[src/design/msp_rfp_pkg.sv]
package msp_rfp_pkg;

  // Largest accepted payload, default for the top-level parameter
  localparam int unsigned MSP_MAX_PAYLOAD = 64;

  // Frame header characters
  localparam logic [7:0] START_CH  = 8'h24;  // '$'
  localparam logic [7:0] HDR_M_CH  = 8'h4D;  // 'M'
  localparam logic [7:0] HDR_LT_CH = 8'h3C;  // '<'

  localparam int unsigned TIMEOUT_W     = 24;
  localparam logic [TIMEOUT_W-1:0] TIMEOUT_RESET = 24'd200000;

  // Input item kinds
  localparam logic OP_BYTE = 1'b0;
  localparam logic OP_TICK = 1'b1;

  typedef enum logic [7:0] {
    ST_START  = 8'b0000_0001,
    ST_HDR_M  = 8'b0000_0010,
    ST_HDR_LT = 8'b0000_0100,
    ST_LEN    = 8'b0000_1000,
    ST_CMD    = 8'b0001_0000,
    ST_DATA   = 8'b0010_0000,
    ST_CSUM   = 8'b0100_0000,
    ST_EMIT   = 8'b1000_0000
  } state_e;

endpackage

[src/design/msp_request_frame_parser.sv]
// Channel | Dir    | Handshake                 | Beat fields
// --------+--------+---------------------------+-----------------------------------------
// in      | input  | in_valid_i / in_ready_o   | op_i, rx_byte_i
// out     | output | out_valid_o / out_ready_i | command_o .. last_o (six fields)
// cfg     | input  | cfg_valid_i / cfg_ready_o | idle_timeout_ticks_i
//
// Readout: a good checksum with N payload bytes walks the RAM one entry per cycle
// while the output is not stalled, with input held off for the whole walk; each result
// passes the state change into ST_EMIT, then the registered RAM read, then the output
// register. An empty frame's beat is in the output the next cycle.
// Reset: asynchronous, active low; hunt for '$', timeout 200000, RAM not cleared.
// Stalls: output stalls back up the readout; a checksum beat waits for a free output.
module msp_request_frame_parser
  import msp_rfp_pkg::*;
#(
  parameter int unsigned MaxPayload = MSP_MAX_PAYLOAD
) (
  input  logic                 clk_i,
  input  logic                 rst_ni,
  // received byte / tick beats
  input  logic                 in_valid_i,
  output logic                 in_ready_o,
  input  logic                 op_i,
  input  logic [7:0]           rx_byte_i,
  // result beats
  output logic                 out_valid_o,
  input  logic                 out_ready_i,
  output logic [7:0]           command_o,
  output logic [6:0]           payload_length_o,
  output logic [7:0]           data_byte_o,
  output logic [5:0]           byte_index_o,
  output logic                 has_data_o,
  output logic                 last_o,
  // idle timeout register write
  input  logic                 cfg_valid_i,
  output logic                 cfg_ready_o,
  input  logic [TIMEOUT_W-1:0] idle_timeout_ticks_i
);

  localparam int unsigned AddrW = (MaxPayload > 1) ? $clog2(MaxPayload) : 1;
  localparam logic [8:0]  MaxP9 = 9'(MaxPayload);

  // parser state
  state_e               state_q, state_d;
  logic [7:0]           cmd_q, cmd_d;
  logic [7:0]           len_q, len_d;
  logic [7:0]           xor_q, xor_d;
  logic [7:0]           wp_q, wp_d;
  logic [7:0]           rd_cnt_q, rd_cnt_d;
  logic [TIMEOUT_W-1:0] idle_q, idle_d;
  logic [TIMEOUT_W-1:0] timeout_q;

  // payload RAM
  logic [7:0]           mem [MaxPayload];
  logic                 mem_we;
  logic [AddrW-1:0]     mem_waddr;
  logic                 rd_en;
  logic [7:0]           mem_rd_q;

  // RAM read stage: sideband travelling with the read data
  logic                 p1_valid_q, p1_valid_d;
  logic [7:0]           p1_cmd_q;
  logic [7:0]           p1_len_q;
  logic [7:0]           p1_idx_q;
  logic                 p1_last_q;

  // output register
  logic                 out_valid_q, out_valid_d;
  logic [7:0]           out_cmd_q;
  logic [6:0]           out_len_q;
  logic [7:0]           out_data_q;
  logic [5:0]           out_idx_q;
  logic                 out_has_q;
  logic                 out_last_q;

  logic                 out_free;
  logic                 p1_adv;
  logic                 empty_load;
  logic                 in_acc;
  logic                 timed_out;
  state_e               eff_state;
  logic [8:0]           wp_inc;
  logic [8:0]           rd_inc;

  assign out_free = !out_valid_q || out_ready_i;
  assign p1_adv   = p1_valid_q && out_free;

  // No input during readout; the checksum beat may need the output slot.
  assign in_ready_o  = (state_q != ST_EMIT) &&
                       ((state_q != ST_CSUM) || (!p1_valid_q && out_free));
  assign in_acc      = in_valid_i && in_ready_o;
  assign cfg_ready_o = 1'b1;

  assign timed_out = idle_q > timeout_q;
  assign eff_state = timed_out ? ST_START : state_q;
  assign wp_inc    = {1'b0, wp_q} + 9'd1;
  assign rd_inc    = {1'b0, rd_cnt_q} + 9'd1;

  // Reads happen only in ST_EMIT and writes only in ST_DATA, so the RAM
  // never sees a read and a write to the same entry in one cycle.
  assign rd_en = (state_q == ST_EMIT) && (!p1_valid_q || out_free);

  always_comb begin
    state_d    = state_q;
    cmd_d      = cmd_q;
    len_d      = len_q;
    xor_d      = xor_q;
    wp_d       = wp_q;
    rd_cnt_d   = rd_cnt_q;
    idle_d     = idle_q;
    mem_we     = 1'b0;
    mem_waddr  = wp_q[AddrW-1:0];
    empty_load = 1'b0;

    if (in_acc && (op_i == OP_TICK)) begin
      if (idle_q != {TIMEOUT_W{1'b1}}) begin
        idle_d = idle_q + 1'b1;
      end
    end else if (in_acc) begin
      idle_d = '0;
      case (eff_state)
        ST_HDR_M: begin
          state_d = (rx_byte_i == HDR_M_CH) ? ST_HDR_LT : ST_START;
        end
        ST_HDR_LT: begin
          if (rx_byte_i == HDR_LT_CH) begin
            xor_d   = '0;
            len_d   = '0;
            state_d = ST_LEN;
          end else begin
            state_d = ST_START;
          end
        end
        ST_LEN: begin
          if ({1'b0, rx_byte_i} <= MaxP9) begin
            len_d   = rx_byte_i;
            wp_d    = '0;
            xor_d   = xor_q ^ rx_byte_i;
            state_d = ST_CMD;
          end else begin
            state_d = ST_START;
          end
        end
        ST_CMD: begin
          cmd_d   = rx_byte_i;
          xor_d   = xor_q ^ rx_byte_i;
          state_d = (len_q == 8'd0) ? ST_CSUM : ST_DATA;
        end
        ST_DATA: begin
          xor_d  = xor_q ^ rx_byte_i;
          mem_we = {1'b0, wp_q} < MaxP9;
          wp_d   = wp_inc[7:0];
          if (wp_inc >= {1'b0, len_q}) begin
            state_d = ST_CSUM;
          end
        end
        ST_CSUM: begin
          state_d = ST_START;
          if (xor_q == rx_byte_i) begin
            if (len_q == 8'd0) begin
              empty_load = 1'b1;
            end else begin
              rd_cnt_d = '0;
              state_d  = ST_EMIT;
            end
          end
        end
        default: begin
          state_d = (rx_byte_i == START_CH) ? ST_HDR_M : ST_START;
        end
      endcase
    end

    // readout walk, input is held off here
    if (rd_en) begin
      rd_cnt_d = rd_inc[7:0];
      if (rd_inc >= {1'b0, len_q}) begin
        state_d = ST_START;
      end
    end
  end

  always_comb begin
    p1_valid_d = p1_valid_q;
    if (p1_adv) begin
      p1_valid_d = 1'b0;
    end
    if (rd_en) begin
      p1_valid_d = 1'b1;
    end
    out_valid_d = out_valid_q;
    if (out_valid_q && out_ready_i) begin
      out_valid_d = 1'b0;
    end
    if (p1_adv || empty_load) begin
      out_valid_d = 1'b1;
    end
  end

  // control state
  always_ff @(posedge clk_i or negedge rst_ni) begin
    if (!rst_ni) begin
      state_q     <= ST_START;
      cmd_q       <= '0;
      len_q       <= '0;
      xor_q       <= '0;
      wp_q        <= '0;
      rd_cnt_q    <= '0;
      idle_q      <= '0;
      timeout_q   <= TIMEOUT_RESET;
      p1_valid_q  <= 1'b0;
      out_valid_q <= 1'b0;
    end else begin
      state_q     <= state_d;
      cmd_q       <= cmd_d;
      len_q       <= len_d;
      xor_q       <= xor_d;
      wp_q        <= wp_d;
      rd_cnt_q    <= rd_cnt_d;
      idle_q      <= idle_d;
      p1_valid_q  <= p1_valid_d;
      out_valid_q <= out_valid_d;
      if (cfg_valid_i && cfg_ready_o) begin
        timeout_q <= idle_timeout_ticks_i;
      end
    end
  end

  // payload RAM, one write and one registered read port
  always_ff @(posedge clk_i) begin
    if (mem_we) begin
      mem[mem_waddr] <= rx_byte_i;
    end
  end

  always_ff @(posedge clk_i) begin
    if (rd_en) begin
      mem_rd_q <= mem[rd_cnt_q[AddrW-1:0]];
    end
  end

  // sideband of the read in flight; frame fields are stable during readout
  always_ff @(posedge clk_i) begin
    if (rd_en) begin
      p1_cmd_q  <= cmd_q;
      p1_len_q  <= len_q;
      p1_idx_q  <= rd_cnt_q;
      p1_last_q <= rd_inc == {1'b0, len_q};
    end
  end

  // output register: either a RAM result or the single empty-frame beat
  always_ff @(posedge clk_i) begin
    if (p1_adv) begin
      out_cmd_q  <= p1_cmd_q;
      out_len_q  <= p1_len_q[6:0];
      out_data_q <= mem_rd_q;
      out_idx_q  <= p1_idx_q[5:0];
      out_has_q  <= 1'b1;
      out_last_q <= p1_last_q;
    end else if (empty_load) begin
      out_cmd_q  <= cmd_q;
      out_len_q  <= len_q[6:0];
      out_data_q <= '0;
      out_idx_q  <= '0;
      out_has_q  <= 1'b0;
      out_last_q <= 1'b1;
    end
  end

  assign out_valid_o      = out_valid_q;
  assign command_o        = out_cmd_q;
  assign payload_length_o = out_len_q;
  assign data_byte_o      = out_data_q;
  assign byte_index_o     = out_idx_q;
  assign has_data_o       = out_has_q;
  assign last_o           = out_last_q;

endmodule

[config.mk]
export PLATFORM = sky130hd
export DESIGN_NAME = msp_request_frame_parser
export DESIGN_NICKNAME = d
export VERILOG_FILES = /design/src/design/msp_rfp_pkg.sv /design/src/design/msp_request_frame_parser.sv
export SDC_FILE = /design/constraint.sdc
export NUM_CORES = 1
export LEC_CHECK = 0
export BUFFER_PORTS_ARGS = -buffer_cell sky130_fd_sc_hd__buf_2
export CAP_MARGIN = 15
export CORE_MARGIN = 2
export CORE_UTILIZATION = 58
export CTS_BUF_LIST = sky130_fd_sc_hd__clkbuf_4 sky130_fd_sc_hd__clkbuf_8
export DETAILED_ROUTE_END_ITERATION = 7
export PLACE_DENSITY_LB_ADDON = 0.08
export SYNTH_ARGS = -nofsm -noshare
export SYNTH_HDL_FRONTEND = slang
export SYNTH_SLANG_ARGS = --single-unit
[constraint.sdc]
create_clock -name clk_i -period 3.9 [get_ports clk_i]
set_clock_uncertainty 0.2 [all_clocks]
set_input_delay 0.195 -clock clk_i [delete_from_list [all_inputs] [get_ports clk_i]]
set_output_delay 0.195 -clock clk_i [all_outputs]
set_load 0.02 [all_outputs]
# Yosys cells after proc, flatten, opt, wreduce, memory -nomap -nowiden
# Memories as Yosys holds them, arrays and structs flattened. A register that Yosys moved wholly into a read port is not among the register bits.
# Cells that the tools add are included.
# Widths: inputs -> output; s select.
# word_totals
ff_bits	151
ramBits	512
in_bits	38
mem_count	1
# memory_table
memory	words	width	read_ports	rd_clocked_by_memory_dff	write_ports	line	source
mem	64	8	1	1	1	msp_request_frame_parser.sv:54	logic [7:0] mem [MaxPayload];
# op_classes
addsub	3
n_lt_le_gt_ge	5
eq_ne	20
n_mux	54
bitwise_logic	2
reduce_logical	31
# op_table
cell	n
$mux 8	22
$mux 24	3
$pmux 8 s6	1
$pmux 8 s2	2
$add 24x1->24 const B	1
$eq 8x6->1 const B	3
$gt 24x24->1	1
$ne 24x24->1 const B	1
$pmux 8 s3	1
$mux 7	3
$add 8x1->9 const B	2
$ge 9x8->1	2
$reduce_bool 2->1	9
$eq 8x7->1 const B	2
$mux 1	16
$reduce_and 5->1	3
$mux 6	2
$eq 9x8->1	1
$eq 8x2->1 const B	1
$eq 8x3->1 const B	1
$eq 8x4->1 const B	1
$eq 8x5->1 const B	1
$eq 8x8->1	1
$eq 8x8->1 const B	1
21 further kinds	34

# Logic depth before layout (Yosys ltp)
# depth
word_depth	10
mapped_depth	12
depth_no_buf	10

# Worst setup path after synthesis
# No wires, ideal clock.
# synth_path
path_kind	register to register
startpoint	reg timeout_q[17]
endpoint	mem mem[63][0], enable pin
setup_ns	0.395
t_arrival_ns	3.317
required_ns	3.305
setup_slack_ns	-0.012
stages_incl_launch_ff	10
path_buffers	1
synth_period_minus_slack_ns	3.912
cell_sequence	dfstp_2 inv_1 ha_1 nand4_1 or4_1 or4_4 o21ai_2 nand3_2 buf_2 nor4_1
# synth_via
elab_chain_cells	8
# synth_lines
item	line	source
start, declared	msp_request_frame_parser.sv:51	logic [TIMEOUT_W-1:0] timeout_q;
start signal, assigned	msp_request_frame_parser.sv:224	timeout_q <= idle_timeout_ticks_i;
$gt 24x24->1	msp_request_frame_parser.sv:94	assign timed_out = idle_q > timeout_q;
$mux 8	msp_request_frame_parser.sv:95	assign eff_state = timed_out ? ST_START : state_q;
$eq 8x6->1	msp_request_frame_parser.sv:121	case (eff_state)
$mux 1	msp_request_frame_parser.sv:121	
$mux 1	msp_request_frame_parser.sv:119	end else if (in_acc) begin
$mux 1	msp_request_frame_parser.sv:115	if (in_acc && (op_i == OP_TICK)) begin
$mux 1	msp_request_frame_parser.sv:231	if (mem_we) begin
$mux 1 (implied by the code)	msp_request_frame_parser.sv:232	mem[mem_waddr] <= rx_byte_i;
end, declared	msp_request_frame_parser.sv:54	
# No other way between the ends.

# Worst setup path after layout
# layout_path
startpoint	reg timeout_q[17]
endpoint	mem mem[10][4], enable pin
# The elaborated chain is that of the path after synthesis.

==> results.toml <==
[final_layout]
finalInstanceArea_um2 = 32850
area_growth_pct = 16.26
layout-drive-gt1-share = 0.2050
layout.nets = 2241
nFillCells = 3260

[yosys]
ys_seq_area_frac = 0.6956
ys_warn_count = 0
ys_ff_latch = 671
synth_area_leaders = "edfxtp_1 61%, dfrtp_1 8.1%, mux4_2 5.7%, mux2i_1 4.5%, nand2_1 2.4%"
synth_area_per_cell_um2 = 14.97
synth_ff_type = "edfxtp_1"
synthArstFlopShare = 0.1461
synth_largest_area_cell = "edfxtp_1"
synth_edf_count = 572
synth_top_area_share = 0.6078
syn_area_um2 = 28260
syn_nets = 1969
synthCells = 1888
synth_cell_types = 67

[setup_path]
worst-endpoint-required_ps = 4110
crit_buf_inv = 3
crit_type = "reg -> reg"
start_kind = "flip-flop"
worstPathMaxFanout = 64
reg2reg_slack_ps = 260
arrival_ps = 3850
reg2reg_from = "timeout_q[17]"
end_kind = "flip-flop"
path_cells = "inv_1, ha_1, nand4_1, or4_1, or4_4, o21ai_2, nand3_2, buf_12, nor3_1, buf_4"
crit_family = "simple AND/OR/NAND/NOR gates"
worst-path-stages = 10
cpMaxStageDelayCell = "or4_1"
ff2ff_path_depth = 10
r2r_end = "mem[10][4]"
max_stage_delay_ps = 580

[floorplan]
start_util = 0.5894
std_cell_rows = 80
ios = 72
die_area_um2 = 50510
coreArea_um2 = 47950
die_width_um = 224.7
die_h_um = 224.7

[routing]
remaining_drc_errors = 0
vias = 17720
routed_wirelength_um = 72370
vias_per_cell = 6.192
ant_nets = 0
wl_per_cell_um = 25.29
drt_iter0_markers = 2044
dr.pass1.iters = 6

[clocking]
path_clk_slew_ps = 60
cts_max_path_buffers = 3
tritoncts = "done"
clk_latency_ps = 710
cts_buffers = 105
cts_setup_buffers = 0
cts_max_level = 3
cts_root_buf = "clkbuf_8"
cts.sink_count = 671

[global_routing]
grt_pass1_wl_um = 108000
grt_pass1_vias = 17960
antenna_found_initial = 9
overflow = 0
grt_max_degree = 68
gr-usage-all-layers = 0.2929

[sta]
setup_viol = 0
timing.final.ws_setup_ps = 262.6
period_needed_ps = 3637
hold_viol = 0
max_slew_margin = 0.3107
fin_crit_sh = 0.9327
finalMaxSlewViolations = 0
fmax_ghz = 0.2749
setup_tns_ps = 0
worstMarginPinSlew_ps = 1034
rsz0062_at_grt = "no"

[pwr]
seqPwrFrac = 0.561
combPwrFrac = 0.031
power_switching_mw = 2.968
intPower_mw = 11.02
swShare = 0.2122
pwr_density_cell_nw_per_um2 = 425.7
power.leakage_nw = 12.33
power_mw = 13.99
ir_drop_mv = 0.3926
pwr-share-clk = 0.409

[job]
max_cap_viol_count = 0

[min_path]
holdPathEnd = "p1_valid_q"
hp-class = "in -> reg"
hold_depth = 5
hold_path.startpoint = "out_ready_i"

[placement]
place.gp.congestion = 0.8721
dpl_cell_area_um2 = 29890
port_buffers = 70
dp_worst_setup_slack_ps = 347.3
hpwl_um = 44550

[status]
outcome = "completed"
## power groups by stage
stage                     combinational [mW]  sequential [mW]  clock [mW]
after floorplan                        0.117             7.98           0
after global placement                 0.329             7.98           0
after detailed placement               0.335             7.99           0
after CTS                              0.422             7.84        5.80
after global routing                   0.463             7.84        6.12
final                                  0.432             7.84        5.71
## Yosys cell counts (3+ instances only)
| cell | n |
|---|---|
| a211oi_1 | 5 |
| a21o_1 | 7 |
| a21oi_1 | 53 |
| a22o_1 | 13 |
| a31oi_1 | 3 |
| and2_1 | 19 |
| and3_1 | 9 |
| and3b_1 | 3 |
| buf_1 | 22 |
| buf_2 | 15 |
| clkbuf_1 | 69 |
| dfrtp_1 | 91 |
| dfstp_2 | 7 |
| edfxtp_1 | 572 |
| ha_1 | 43 |
| inv_1 | 36 |
| mux2_2 | 10 |
| mux2i_1 | 128 |
| mux4_2 | 72 |
| nand2_1 | 178 |
| nand2b_1 | 18 |
| nand3_1 | 19 |
| nand4_1 | 19 |
| nor2_1 | 102 |
| nor2b_1 | 8 |
| nor3_1 | 79 |
| nor3b_1 | 5 |
| nor4_1 | 8 |
| o211ai_1 | 12 |
| o21ai_0 | 94 |
| o221ai_1 | 32 |
| o22ai_1 | 36 |
| o31ai_1 | 16 |
| or3_1 | 8 |
| or4_1 | 3 |
| xnor2_1 | 18 |
| xor2_1 | 17 |
## cells in the final DEF (no fill, tap or decap), types with 16 or more instances in the layout
master         instances
and2_1                19
mux4_2                72
edfxtp_1             572
clkinv_1              24
o21ai_0               94
nand2b_1              17
nor3_1                79
buf_4                108
inv_1                 36
buf_2                 69
nand4_1               19
xor2_1                17
o221ai_1              32
o31ai_1               16
mux2i_1              128
clkbuf_8             111
clkbuf_4              37
nand3_1               19
nand2_1              177
o22ai_1               36
dlygate4sd3_1         88
nor2_1               101
a21oi_1               53
dfrtp_1               88
xnor2_1               18
ha_1                  43
## through the flow
stage                     instances    util  hold slack, ps
after global routing           2862  0.6852           207.2
after floorplan                1888       -          -300.6
after global placement         2578  0.6235           32.50
after detailed placement       2578  0.6235           33.33
after CTS                      2858  0.6848           144.5
final                          2862  0.6852           178.2
## worst reg2reg max path, delay by kind of cell, from the launching register on
family	cells	cell delay, ps
AOI/OAI and AO/OA	1	90
adders and majority gates	1	290
buffers and inverters	3	520
DFF	1	520
and+or+nand+nor	5	1720
## what timing repair did
action	CTS	global route
resized for setup	0	0
endpoints found under the hold margin	258	0
hold buffers	89	0
## per-layer routing
layer | vias up | GRT usage | part of all wire
met3 | 186 | 0.06179 | 0.082
met4 | 10 | 0.1053 | 0.033
li1 | 7837 | - | -
met1 | 8829 | 0.3795 | 0.39
met5 | - | 0 | 0.00095
met2 | 859 | 0.4937 | 0.50
## how the worst max path moves through the flow
| stage | start | end | slack, ps |
|---|---|---|---|
| after CTS | timeout_q[17] | mem[10][4] | 300 |
| after global placement | timeout_q[17] | mem[0][1] | 360 |
| after detailed placement | timeout_q[17] | mem[10][4] | 350 |
| after floorplan | timeout_q[17] | mem[35][0] | 170 |
| after global routing | timeout_q[17] | mem[13][2] | 150 |
| final | timeout_q[17] | mem[10][4] | 260 |
## sequential cells by signal, summed over array words and instances, names as in the netlist
register          count
xor_q                 8
state_q               8
p1_len_q              7
payload_length_o      7
has_data_o            1
timeout_q            24
mem_rd_q              8
byte_index_o          6
len_q                 8
command_o             8
p1_last_q             1
idle_q               24
rd_cnt_q              8
wp_q                  8
mem                 512
out_valid_o           1
cmd_q                 8
data_byte_o           8
p1_idx_q              6
last_o                1
p1_cmd_q              8
p1_valid_q            1
## layout make-up
type                            instances  area, um^2  area share
Timing Repair Buffer                  273        2192     0.06672
Clock buffer                          148        1805     0.05495
Antenna cell                            3       7.507   0.0002285
Tap cell                              615       769.5     0.02342
Clock inverter                         43       232.7    0.007084
Sequential cell                       671       19660      0.5985
Multi-Input combinational cell       1072        8044      0.2448
Inverter                               37       138.9    0.004227
## cells by family (layout without fill, tap and decap cells)
| family | after synthesis | count (layout) | share of synthesized area |
|---|---|---|---|
| XOR/XNOR | 35 | 35 | 0.01085 |
| multiplexers | 210 | 210 | 0.1067 |
| AND/OR/NAND/NOR | 494 | 494 | 0.08275 |
| AO/OA/AOI/OAI | 289 | 289 | 0.06460 |
| adder cells (fa/ha/maj) | 43 | 43 | 0.01904 |
| flip-flops | 671 | 671 | 0.6956 |
| other | 1 | 4 | 0.0001327 |
| buffers and inverters | 145 | 501 | 0.02032 |
(Power assumes the default switching activity.)
